$ cat config.mk
export PLATFORM = sky130hd
export DESIGN_NAME = deadline_timer_queue_flat
export DESIGN_NICKNAME = d
export VERILOG_FILES = /design/src/hdl/dtq_pkg.sv /design/src/hdl/dtq_if.sv /design/src/hdl/dtq_out_if.sv /design/src/hdl/deadline_timer_queue.sv /design/src/flat_wrapper.sv
export SDC_FILE = /design/constraint.sdc
export NUM_CORES = 2
export LEC_CHECK = 0
export BUFFER_PORTS_ARGS = -buffer_cell sky130_fd_sc_hd__buf_4
export CAP_MARGIN = 20
export CORE_MARGIN = 4
export CORE_UTILIZATION = 50
export DETAILED_ROUTE_END_ITERATION = 7
export PLACE_DENSITY = 0.64
export SYNTH_ARGS = -nofsm -noshare
export SYNTH_HDL_FRONTEND = slang
export SYNTH_SLANG_ARGS = --single-unit
$ cat constraint.sdc
create_clock -name clk -period 8.29 [get_ports clk]
set_clock_uncertainty 0.2 [all_clocks]
set_input_delay 1.2435 -clock clk [delete_from_list [all_inputs] [get_ports clk]]
set_output_delay 1.2435 -clock clk [all_outputs]
set_load 0.02 [all_outputs]
$ cat src/hdl/dtq_pkg.sv
package dtq_pkg;

  localparam int unsigned SLOTS = 64;
  localparam int unsigned SLOT_W = $clog2(SLOTS);
  localparam int unsigned LINK_W = $clog2(SLOTS + 1);
  localparam logic [LINK_W-1:0] NIL_LINK = LINK_W'(SLOTS);
  localparam logic [31:0] MIN_DELAY_RESET = 32'd1000;

  localparam logic [1:0] CMD_START  = 2'd0;
  localparam logic [1:0] CMD_CANCEL = 2'd1;
  localparam logic [1:0] CMD_TICK   = 2'd2;

  localparam logic [2:0] ST_STARTED   = 3'd0;
  localparam logic [2:0] ST_FULL      = 3'd1;
  localparam logic [2:0] ST_CANCELLED = 3'd2;
  localparam logic [2:0] ST_NOT_QUEUED = 3'd3;
  localparam logic [2:0] ST_EXPIRED   = 3'd4;
  localparam logic [2:0] ST_NOTHING   = 3'd5;

  typedef struct packed {
    logic [1:0]  command;
    logic [31:0] delay;
    logic [6:0]  handle;
    logic [31:0] now;
  } in_item_t;

  typedef struct packed {
    logic [2:0]  status;
    logic [6:0]  handle_out;
    logic        armed;
    logic [31:0] next_deadline;
    logic        last;
  } out_item_t;

endpackage

$ cat src/hdl/dtq_if.sv
interface dtq_in_if;
  logic valid;
  logic ready;
  dtq_pkg::in_item_t data;
  modport source (output valid, output data, input ready);
  modport sink (input valid, input data, output ready);
endinterface

$ cat src/hdl/dtq_out_if.sv
interface dtq_out_if;
  logic valid;
  logic ready;
  dtq_pkg::out_item_t data;
  modport source (output valid, output data, input ready);
  modport sink (input valid, input data, output ready);
endinterface

$ cat src/hdl/deadline_timer_queue.sv
// deadline_timer_queue: 64-slot one-shot timer queue kept as a linked list
// sorted by (wrap flag, deadline).
// channels: cmd (sink) carries command, delay, handle, now; rsp (source)
// carries status, handle_out, armed, next_deadline, last. a transaction on
// either side happens when valid and ready are high at a rising clk edge.
// the user must write min_delay through cfg_we / cfg_data only while the
// block is idle; the block does not enforce it. one item is processed at a
// time; cmd.ready is low until the item is done and its last result has
// left the output register. the list is walked through registered table
// reads, each slot visited being read before it is checked:
//   start: free-slot scan, list walk, then link and format
//   cancel: walk along the list up to the slot of the handle
//   tick: wrap clearing walk over all queued slots when now is below
//     prev_now, then a check of each head. a tick emits one transaction
//     per expired timer and last marks the final one; with none expired
//     it emits a single nothing result.
// when the receiver stalls the result waits in the output register and the
// expiry walk pauses; no state is lost.
// rst (synchronous) empties the queue, clears prev_now and restores
// min_delay to 1000; no clearing pass is needed since busy bits are flops.
module deadline_timer_queue (
  input  logic        clk,
  input  logic        rst,
  input  logic        cfg_we,
  input  logic [31:0] cfg_data,
  dtq_in_if.sink      cmd,
  dtq_out_if.source   rsp
);

  localparam int unsigned SW = dtq_pkg::SLOT_W;
  localparam int unsigned LW = dtq_pkg::LINK_W;

  typedef enum logic [3:0] {
    S_IDLE, S_SCAN, S_INS_RD, S_INS_WALK, S_INS_SET, S_INS_PREV, S_CAN_RD,
    S_CAN_WALK, S_WRAP_RD, S_WRAP_WALK, S_EXP_RD, S_EXP_CHK, S_OUT_RD, S_OUT
  } state_t;

  // slot tables, one registered read port each, addressed by cur
  logic [32:0]   dl_mem   [dtq_pkg::SLOTS];   // {wrap flag, deadline}
  logic [LW-1:0] link_mem [dtq_pkg::SLOTS];
  logic [32:0]   dl_rd;
  logic [LW-1:0] link_rd;
  logic          dl_we;
  logic          ln_we;
  logic [SW-1:0] dl_wa;
  logic [SW-1:0] ln_wa;
  logic [32:0]   dl_wd;
  logic [LW-1:0] ln_wd;
  logic [dtq_pkg::SLOTS-1:0] slot_busy;

  state_t state;
  logic [LW-1:0] queue_head;
  logic [31:0]   prev_now;
  logic [31:0]   min_delay;
  dtq_pkg::in_item_t item;
  logic [LW-1:0] cur, prev, slot;   // walk pointers and new slot
  logic [31:0]   new_dl;
  logic          new_wr;
  logic          exp_any;           // an expired slot waits to be reported
  logic [2:0]    res_status;
  logic [6:0]    res_handle;
  logic          out_valid;
  dtq_pkg::out_item_t out_data;

  logic [32:0] sum;
  logic [31:0] eff_delay;
  logic        key_after;
  logic        cur_hit;
  logic        due;
  logic        out_free;
  logic        out_load;

  assign eff_delay = (item.delay < min_delay) ? min_delay : item.delay;
  assign sum = {1'b0, item.now} + {1'b0, eff_delay};
  // insert walk compare: new key strictly after the key of the slot just read
  assign key_after = (new_wr != dl_rd[32]) ? new_wr : (new_dl > dl_rd[31:0]);
  assign cur_hit = (7'(cur) + 7'd1 == item.handle);
  // slot at cur is present, not wrapped and at or below now
  assign due = (cur != dtq_pkg::NIL_LINK) && !dl_rd[32] &&
               (dl_rd[31:0] <= item.now);
  assign out_free = !out_valid || rsp.ready;
  assign out_load = (state == S_OUT) ||
                    ((state == S_EXP_CHK) && out_free && (exp_any || !due));

  assign cmd.ready = (state == S_IDLE) && !out_valid;
  assign rsp.valid = out_valid;
  assign rsp.data  = out_data;

  // result fields from the head pointer and its deadline
  function automatic dtq_pkg::out_item_t mk(logic [2:0] st, logic [6:0] h,
                                            logic [LW-1:0] hd, logic [31:0] dl,
                                            logic lst);
    dtq_pkg::out_item_t r;
    r.status = st;
    r.handle_out = h;
    r.armed = (hd != dtq_pkg::NIL_LINK);
    r.next_deadline = (hd != dtq_pkg::NIL_LINK) ? dl : 32'd0;
    r.last = lst;
    return r;
  endfunction

  // table write port selection
  always_comb begin
    dl_we = 1'b0;
    dl_wa = slot[SW-1:0];
    dl_wd = {new_wr, new_dl};
    ln_we = 1'b0;
    ln_wa = slot[SW-1:0];
    ln_wd = cur;
    case (state)
      S_INS_SET: begin
        dl_we = 1'b1;
        ln_we = 1'b1;
      end
      S_INS_PREV: begin
        ln_we = 1'b1;
        ln_wa = prev[SW-1:0];
        ln_wd = slot;
      end
      S_CAN_WALK: begin
        if (cur_hit && prev != dtq_pkg::NIL_LINK) begin
          ln_we = 1'b1;
          ln_wa = prev[SW-1:0];
          ln_wd = link_rd;
        end
      end
      S_WRAP_WALK: begin
        dl_we = 1'b1;
        dl_wa = cur[SW-1:0];
        dl_wd = {1'b0, dl_rd[31:0]};
      end
      default: ;
    endcase
  end

  always_ff @(posedge clk) begin
    if (dl_we) dl_mem[dl_wa] <= dl_wd;
    if (ln_we) link_mem[ln_wa] <= ln_wd;
    dl_rd <= dl_mem[cur[SW-1:0]];
    link_rd <= link_mem[cur[SW-1:0]];
  end

  always_ff @(posedge clk) begin
    if (rst) begin
      state <= S_IDLE;
      queue_head <= dtq_pkg::NIL_LINK;
      prev_now <= 32'd0;
      min_delay <= dtq_pkg::MIN_DELAY_RESET;
      slot_busy <= '0;
      out_valid <= 1'b0;
      exp_any <= 1'b0;
    end else begin
      if (cfg_we) min_delay <= cfg_data;
      if (out_load) out_valid <= 1'b1;
      else if (rsp.ready) out_valid <= 1'b0;
      case (state)
        S_IDLE: begin
          if (cmd.valid && cmd.ready) begin
            item <= cmd.data;
            case (cmd.data.command)
              dtq_pkg::CMD_START: begin
                slot <= '0;
                state <= S_SCAN;
              end
              dtq_pkg::CMD_CANCEL: begin
                cur <= queue_head;
                prev <= dtq_pkg::NIL_LINK;
                state <= S_CAN_RD;
              end
              dtq_pkg::CMD_TICK: begin
                cur <= queue_head;
                exp_any <= 1'b0;
                state <= (cmd.data.now < prev_now) ? S_WRAP_RD : S_EXP_RD;
                prev_now <= cmd.data.now;
              end
              default: state <= S_IDLE;
            endcase
          end
        end
        // lowest free slot, one per cycle
        S_SCAN: begin
          if (slot == dtq_pkg::NIL_LINK) begin
            res_status <= dtq_pkg::ST_FULL;
            res_handle <= 7'd0;
            cur <= queue_head;
            state <= S_OUT_RD;
          end else if (!slot_busy[slot[SW-1:0]]) begin
            new_dl <= sum[31:0];
            new_wr <= sum[32];
            slot_busy[slot[SW-1:0]] <= 1'b1;
            cur <= queue_head;
            prev <= dtq_pkg::NIL_LINK;
            state <= S_INS_RD;
          end else begin
            slot <= slot + LW'(1);
          end
        end
        S_INS_RD: begin
          state <= (cur == dtq_pkg::NIL_LINK) ? S_INS_SET : S_INS_WALK;
        end
        S_INS_WALK: begin
          if (key_after) begin
            prev <= cur;
            cur <= link_rd;
            state <= S_INS_RD;
          end else begin
            state <= S_INS_SET;
          end
        end
        // new slot written here; a predecessor, if any, is relinked next cycle
        S_INS_SET: begin
          res_status <= dtq_pkg::ST_STARTED;
          res_handle <= 7'(slot) + 7'd1;
          if (prev == dtq_pkg::NIL_LINK) begin
            queue_head <= slot;
            cur <= slot;
            state <= S_OUT_RD;
          end else begin
            cur <= queue_head;
            state <= S_INS_PREV;
          end
        end
        S_INS_PREV: state <= S_OUT;
        S_CAN_RD: begin
          if (cur == dtq_pkg::NIL_LINK) begin
            res_status <= dtq_pkg::ST_NOT_QUEUED;
            res_handle <= 7'd0;
            cur <= queue_head;
            state <= S_OUT_RD;
          end else begin
            state <= S_CAN_WALK;
          end
        end
        S_CAN_WALK: begin
          if (cur_hit) begin
            slot_busy[cur[SW-1:0]] <= 1'b0;
            res_status <= dtq_pkg::ST_CANCELLED;
            res_handle <= 7'd0;
            if (prev == dtq_pkg::NIL_LINK) begin
              queue_head <= link_rd;
              cur <= link_rd;
            end else begin
              cur <= queue_head;
            end
            state <= S_OUT_RD;
          end else begin
            prev <= cur;
            cur <= link_rd;
            state <= S_CAN_RD;
          end
        end
        // clear wrap flags along the list
        S_WRAP_RD: begin
          if (cur == dtq_pkg::NIL_LINK) begin
            cur <= queue_head;
            state <= S_EXP_RD;
          end else begin
            state <= S_WRAP_WALK;
          end
        end
        S_WRAP_WALK: begin
          cur <= link_rd;
          state <= S_WRAP_RD;
        end
        S_EXP_RD: state <= S_EXP_CHK;
        // the pending expiry is reported once the next head is known
        S_EXP_CHK: begin
          if (out_free) begin
            if (exp_any) begin
              out_data <= mk(dtq_pkg::ST_EXPIRED, 7'(slot) + 7'd1, cur,
                             dl_rd[31:0], !due);
            end else if (!due) begin
              out_data <= mk(dtq_pkg::ST_NOTHING, 7'd0, cur, dl_rd[31:0],
                             1'b1);
            end
            if (due) begin
              slot <= cur;
              slot_busy[cur[SW-1:0]] <= 1'b0;
              queue_head <= link_rd;
              cur <= link_rd;
              exp_any <= 1'b1;
              state <= S_EXP_RD;
            end else begin
              state <= S_IDLE;
            end
          end
        end
        S_OUT_RD: state <= S_OUT;
        S_OUT: begin
          out_data <= mk(res_status, res_handle, cur, dl_rd[31:0], 1'b1);
          state <= S_IDLE;
        end
        default: state <= S_IDLE;
      endcase
    end
  end

endmodule
$ cat src/flat_wrapper.sv
// flat-port wrapper written by rule: the top's interface ports become plain ports
module deadline_timer_queue_flat 
  (clk, rst, cfg_we, cfg_data, cmd_valid, cmd_data, cmd_ready, rsp_valid, rsp_data, rsp_ready);
  dtq_in_if cmd_i ();
  dtq_out_if rsp_i ();
  input  logic clk;
  input  logic rst;
  input  logic cfg_we;
  input  logic [31:0] cfg_data;
  input wire logic [$bits(cmd_i.valid)-1:0] cmd_valid;
  input wire logic [$bits(cmd_i.data)-1:0] cmd_data;
  output wire logic [$bits(cmd_i.ready)-1:0] cmd_ready;
  output wire logic [$bits(rsp_i.valid)-1:0] rsp_valid;
  output wire logic [$bits(rsp_i.data)-1:0] rsp_data;
  input wire logic [$bits(rsp_i.ready)-1:0] rsp_ready;
  assign cmd_i.valid = cmd_valid;
  assign cmd_i.data = cmd_data;
  assign cmd_ready = cmd_i.ready;
  assign rsp_valid = rsp_i.valid;
  assign rsp_data = rsp_i.data;
  assign rsp_i.ready = rsp_ready;
  deadline_timer_queue u_core (.clk(clk), .rst(rst), .cfg_we(cfg_we), .cfg_data(cfg_data), .cmd(cmd_i), .rsp(rsp_i));
endmodule
# Word level (Yosys, flattened, before mapping)
# Memory sizes are Yosys's and may differ from the RTL's. A register that Yosys moved wholly into a read port is not among the register bits.
# Cells that the tools add are included.
# Widths: inputs -> output; s select.
dict set report word_totals {
  ramBits 2560
  n_memories 2
  input_bits 110
  output_inout_bits 46
  register_bits 320
  wordCells 213
}
dict set report classes {
  n_bitwise 6
  n_eq_ne 40
  add_sub_neg 3
  order_cmp 8
  reduce_logical 43
  n_mux 89
}
# memory depth width read_ports rd_clocked_by_memory_dff wr line
set mem_list {}
lappend mem_list {u_core.dl_mem 64 33 1 1 1 deadline_timer_queue.sv:39} ;# logic [32:0] dl_mem [dtq_pkg::SLOTS];
lappend mem_list {u_core.link_mem 64 7 1 1 1 deadline_timer_queue.sv:40} ;# logic [LW-1:0] link_mem [dtq_pkg::SLOTS];
# operator n
set op_table {}
lappend op_table {{$mux 64} 5}
lappend op_table {{$mux 7} 28}
lappend op_table {{$pmux 64 s3} 1}
lappend op_table {{$mux 44} 3}
lappend op_table {{$pmux 44 s2} 1}
lappend op_table {{$and 64x64->64} 1}
lappend op_table {{$lt 32x32->1} 2}
lappend op_table {{$mux 32} 2}
lappend op_table {{$not 64->64} 1}
lappend op_table {{$or 64x64->64} 1}
lappend op_table {{$pmux 7 s4} 2}
lappend op_table {{$pmux 7 s8} 1}
lappend op_table {{$pmux 4 s12} 1}
lappend op_table {{$pmux 7 s3} 2}
lappend op_table {{$add 32x32->33} 1}
lappend op_table {{$mux 33} 1}
lappend op_table {{$gt 32x32->1} 1}
lappend op_table {{$le 32x32->1} 1}
lappend op_table {{$mux 4} 8}
lappend op_table {{$eq 4x4->1 const B} 6}
lappend op_table {{$eq 7x7->1 const B} 3}
lappend op_table {{$eq 4x3->1 const B} 4}
lappend op_table {{$mux 1} 16}
lappend op_table {{$ne 2x1->1 const B} 8}
lappend op_table {{39 further kinds} 89}

# Longest topological paths before layout
dict set report logic_depth {
  word_depth 9
  depth_mapped 22
  ltp_nobuf 21
}

# Worst setup path before layout
# OpenSTA, ideal clock, no wires.
dict set report synth_path {
  path_type {register to register}
  start {reg u_core.item[15] in the netlist's numbering}
  end {reg u_core.out_data, in the netlist u_core.rsp.data[0] (enable)}
  path_slack_ps 2356
  setup_time_ps 509
  synth_period_minus_slack_ps 5934
  path_buffers 0
  arrival_ps 5225
  path_stages_with_launch 11
  required_time_ps 7581
  cell_sequence {edfxtp_1 -> inv_1 -> ha_1 -> nand4_1 -> or4_1 -> a21o_1 -> a31oi_1 -> o21ai_2 -> nand3b_1 -> a21oi_1 -> nor3b_1}
}
dict set report synth_via {
  elab_chain_cells 4
}
# item line
set synth_lines {}
lappend synth_lines {{start: declaration} deadline_timer_queue.sv:55} ;# dtq_pkg::in_item_t item;
lappend synth_lines {{start signal: assignment} deadline_timer_queue.sv:159} ;# item <= cmd.data;
lappend synth_lines {{$le 32x32->1} deadline_timer_queue.sv:80} ;# (dl_rd[31:0] <= item.now);
lappend synth_lines {{$logic_and 1x1->1} deadline_timer_queue.sv:79} ;# assign due = (cur != dtq_pkg::NIL_LINK) && !dl_rd[32] &&
lappend synth_lines {{$ne 3x2->1 (no source line)} --}
lappend synth_lines {{$reduce_and 4->1 (no source line)} --}
lappend synth_lines {{end signal: assignment} deadline_timer_queue.sv:270} ;# out_data <= mk(dtq_pkg::ST_EXPIRED, 7'(slot) + 7'd1, cur,
lappend synth_lines {{end signal: assignment} deadline_timer_queue.sv:273} ;# out_data <= mk(dtq_pkg::ST_NOTHING, 7'd0, cur, dl_rd[31:0],
lappend synth_lines {{end signal: assignment} deadline_timer_queue.sv:290} ;# out_data <= mk(res_status, res_handle, cur, dl_rd[31:0], 1'b1);
lappend synth_lines {{end: declaration} deadline_timer_queue.sv:63} ;# dtq_pkg::out_item_t out_data;
# Every way passes these cells.
# A chain may end at the register's enable or synchronous reset.

# Worst setup path in the final report
dict set report layout_path {
  start {reg u_core.item[70] in the netlist's numbering}
  end {reg u_core.new_dl[29] (data pin)}
}
dict set report layout_via {
  elab_chain_cells 3
}
# item line
set layout_lines {}
lappend layout_lines {{$lt 32x32->1} deadline_timer_queue.sv:73} ;# assign eff_delay = (item.delay < min_delay) ? min_delay : item.delay;
lappend layout_lines {{$mux 32} deadline_timer_queue.sv:73}
lappend layout_lines {{$add 32x32->33} deadline_timer_queue.sv:74} ;# assign sum = {1'b0, item.now} + {1'b0, eff_delay};
lappend layout_lines {{net u_core.sum[29]} deadline_timer_queue.sv:65} ;# logic [32:0] sum;
lappend layout_lines {{end signal: assignment} deadline_timer_queue.sv:188} ;# new_dl <= sum[31:0];
lappend layout_lines {{end: declaration} deadline_timer_queue.sv:57} ;# logic [31:0] new_dl;
# The timed path passes the listed nets, and every way through them passes these cells.

==> flow_metrics.tcl <==
set metrics [dict create \
    routedWlPerCell_um 32.1 \
    filler_cell_count 16686 \
    setup_total_neg_slack_ns 0 \
    max_freq_mhz 178 \
    cts_buffers 310 \
    final_cells 10262 \
    syn_area_per_cell_um2 16.4 \
    core_region_area_um2 222000 \
    ctsHoldBuffers 0 \
    layout-area-overhead-vs-synth_pct 13.8 \
    postSynth.asyncResetShare_pct 0 \
    use_met3_pct 6.88 \
    port_buffer_cells 155 \
    core.rowCount 173 \
    mappedNetlistArea_um2 112000 \
    power.density_cell_area_nw_per_um2 301 \
    grt_start_max_net_pins 98 \
    grt.total_usage_pct 27.7 \
    cts_max_level 5 \
    met2_global_route_usage_pct 40.9 \
    cts_tree "done" \
    result_of_the_run "finished clean" \
    detailed_place_hpwl_um 185000 \
    layout_worst_path_cycle_share_pct 67.8 \
    drtAntennaViolNets 0 \
    grt-busiest-layer "met1" \
    dp.cells 9692 \
    detailroute.via_count 68483 \
    remaining_drc_errors 0 \
    die_x_um 481 \
    required_ns 8.85 \
    slew-limit-headroom_pct 14.4 \
    total_leakage_power_nw 39.6 \
    critical_path_class "flip-flop to flip-flop" \
    rsz_0062_raised_after_global_routing "no" \
    final_net_count 7335 \
    detail_route.wirelength_um 329000 \
    finalWeightedCongestion 0.889 \
    postCtsResizedCells 0 \
    drtIter0Drc 9656 \
    area_of_the_die_um2 231000 \
    share_of_cells_above_drive_strength_1_pct 13.6 \
    number_of_global_route_vias_before_repair 64353 \
    effective_utilization_at_floorplan_pct 50.3 \
    clock_tree.root_cell "clkbuf_16" \
    cts.sink_count 2919 \
    period_needed_ns 5.62 \
    seqPwrFrac_pct 46.0 \
    cts_max_path_buffers 4 \
    synth-seq-cells 2919 \
    timing.critical_path.arrival_ns 6.19 \
    yosys.cell_types.count 90 \
    netSwitchingFraction_pct 29.5 \
    worst-path-max-fanout 21 \
    gr-usage-met1_pct 41.3 \
    startpoint_type "flip-flop" \
    route.detailed.vias_per_inst 6.67 \
    least_margin_pin_slew_ns 1.27 \
    drt-pass1-iter-count 6 \
    finish.utilization_pct 57.2 \
    worst_skew_pair.late_latency_ns 0.96 \
    post_cts_buffers 0 \
    setup-violations-final 0 \
    seq_area_frac_synth_pct 76.8 \
    grt_pass1_wl_um 469000 \
    die_height_um 481 \
    max_cap_violations 0 \
    synthesis.instances 6803 \
    dpl-instance-area_um2 117000 \
    hold_class "flip-flop to flip-flop" \
    synth.yosys.warnings 0 \
    postLayoutCellArea_um2 127000 \
    synth_nets 7079 \
    clock_power_share_pct 34.4 \
    end_kind "flip-flop" \
    grt_overflow 0 \
    yosys_most_used_dff "edfxtp_1" \
    finalHoldViolations 0 \
    synth-edff-count 2738 \
    clkSlewWorstSetupHoldPaths_ns 0.06 \
    finalMaxSlewViolations 0 \
    antenna_found_initial 8 \
    vdd_drop_max_v 0.000191 \
    sw_pwr_mw 11.3 \
    pwr-share-comb_pct 19.6 \
    power_report.internal_total_mw 27.0 \
    design.portCount 156 \
]
-- worst max-delay path, cell delays in order (launching register included) --
cell and delay [ns]:
edfxtp_1 0.40, ha_1 0.33, nand4_1 0.11, nor2_1 0.18
nand3_1 0.15, or4_1 0.54, o211ai_1 0.22, buf_4 0.36
mux2_2 0.38, ha_1 0.35, a21o_1 0.20, a21o_1 0.18
a2111oi_0 0.48, o21a_1 0.24, o21ai_1 0.13, a31oi_1 0.41
or4b_1 0.47, o211ai_1 0.10
-- final cells by class --
cell class | instances | area, µm² | share of cell area (%)
timing repair buffer | 377 | 3290 | 2.58
multi-input combinational | 3288 | 24300 | 19.1
clock inverter | 139 | 1210 | 0.953
clock buffer | 396 | 8260 | 6.49
inverter | 163 | 612 | 0.481
sequential | 2919 | 85800 | 67.5
antenna | 5 | 12.5 | 0.00983
tap | 2975 | 3720 | 2.93
-- logic make-up (layout without fill, tap and decap cells) --
logic type      Yosys count  in the layout  share of synthesized area, %
buf+inv                 596           1075                          2.13
fa+ha+maj               167            167                          1.87
simple gates            813            813                          3.51
flops                  2919           2919                          76.8
compound gates         2152           2152                          14.3
xor+xnor                 40             40                         0.313
other cells               0              5                             0
mux                     116            116                          1.15
-- placed cells by master (no fill, tap or decap), drive strengths merged, types with 15 or more instances in the layout --
| cell type | count |
|---|---|
| a21oi | 195 |
| nand2 | 188 |
| nor3 | 47 |
| clkinv | 110 |
| a31oi | 122 |
| clkbuf | 398 |
| buf | 375 |
| inv | 166 |
| o211ai | 30 |
| a22o | 107 |
| o21ai | 105 |
| xnor2 | 26 |
| a21o | 28 |
| mux2i | 41 |
| o22ai | 21 |
| nand3 | 62 |
| edfxtp | 2738 |
| nor2b | 27 |
| and3 | 23 |
| nor2 | 259 |
| bufinv | 20 |
| dfxtp | 181 |
| nor4 | 61 |
| a211oi | 15 |
| o311ai | 64 |
| o31ai | 44 |
| a221oi | 114 |
| mux2 | 73 |
| a41oi | 162 |
| a22oi | 1077 |
| ha | 165 |
| nand4 | 79 |
-- layer usage --
metal	vias up	wire (µm)
met4	2	8490
met3	538	40300
met2	4607	146000
li1	28582	-
met5	-	11
met1	34754	134000
-- power by group through the flow --
stage	registers [mW]	clock network, mW	logic, mW
floorplan	17.8	0	4.18
global placement	17.9	0	7.11
detailed placement	17.9	0	7.23
CTS	17.6	13.3	7.26
global route	17.6	14.0	7.94
finish	17.6	13.2	7.50
-- per-stage QoR --
step	hold WS (ns)	worst slack [ns]	total power, mW
final	0.253	2.67	38.3
after global routing	0.240	2.26	39.5
after CTS	0.217	2.69	38.2
after detailed placement	0.247	2.78	25.2
after global placement	0.242	2.80	25.0
after floorplan	0.232	2.36	21.9
-- path summary, 6_finish.rpt --
kind                           start                  to  slack [ns]  depth (start not counted)
setup / recovery     u_core.item[70]   u_core.new_dl[29]        2.67                         17
hold reg to reg   u_core.prev_now[9]  u_core.prev_now[9]        0.25                          2
hold / removal    u_core.prev_now[9]  u_core.prev_now[9]        0.25                          2
setup reg to reg     u_core.item[70]   u_core.new_dl[29]        2.67                         17
-- registers in the layout (all words and copies together), names as in the netlist --
| name | cells |
|---|---|
| u_core.dl_rd | 33 |
| u_core.slot_busy | 64 |
| u_core.cur | 7 |
| u_core.dl_mem | 2112 |
| u_core.state | 4 |
| u_core.res_handle | 7 |
| u_core.prev_now | 32 |
| u_core.rsp.data | 44 |
| u_core.new_dl | 32 |
| u_core.rsp.valid | 1 |
| u_core.res_status | 2 |
| u_core.slot | 7 |
| u_core.queue_head | 7 |
| u_core.item | 71 |
| u_core.prev | 7 |
| u_core.link_mem | 448 |
| u_core.min_delay | 32 |
| u_core.link_rd | 7 |
| u_core.new_wr | 1 |
| u_core.exp_any | 1 |
-- synth_stat cells, drive strengths merged, types with 7 or more instances --
cell / number / area, µm²
edfxtp: 2738 / 82200
a22oi: 1077 / 8090
clkbuf: 312 / 1180
nor2: 259 / 972
a21oi: 195 / 987
nand2: 188 / 721
dfxtp: 181 / 3620
ha: 165 / 2060
a41oi: 162 / 1440
inv: 161 / 604
a31oi: 122 / 782
buf: 121 / 591
a221oi: 114 / 1010
a22o: 107 / 937
o21ai: 105 / 533
nand4: 79 / 494
mux2: 73 / 826
o311ai: 64 / 568
nand3: 62 / 310
nor4: 61 / 397
nor3: 47 / 246
o31ai: 44 / 330
mux2i: 41 / 410
o211ai: 30 / 225
a21o: 28 / 210
nor2b: 27 / 169
xnor2: 26 / 228
and3: 23 / 149
o22ai: 21 / 131
a211oi: 15 / 113
nand2b: 14 / 87.6
o21a: 14 / 105
xor2: 14 / 123
and2: 12 / 77.6
or3: 11 / 68.8
a221o: 9 / 90.1
nor3b: 9 / 67.6
a32oi: 8 / 70.1
o2bb2ai: 7 / 61.3
No activity file was read; power rests on OpenSTA's default activity.
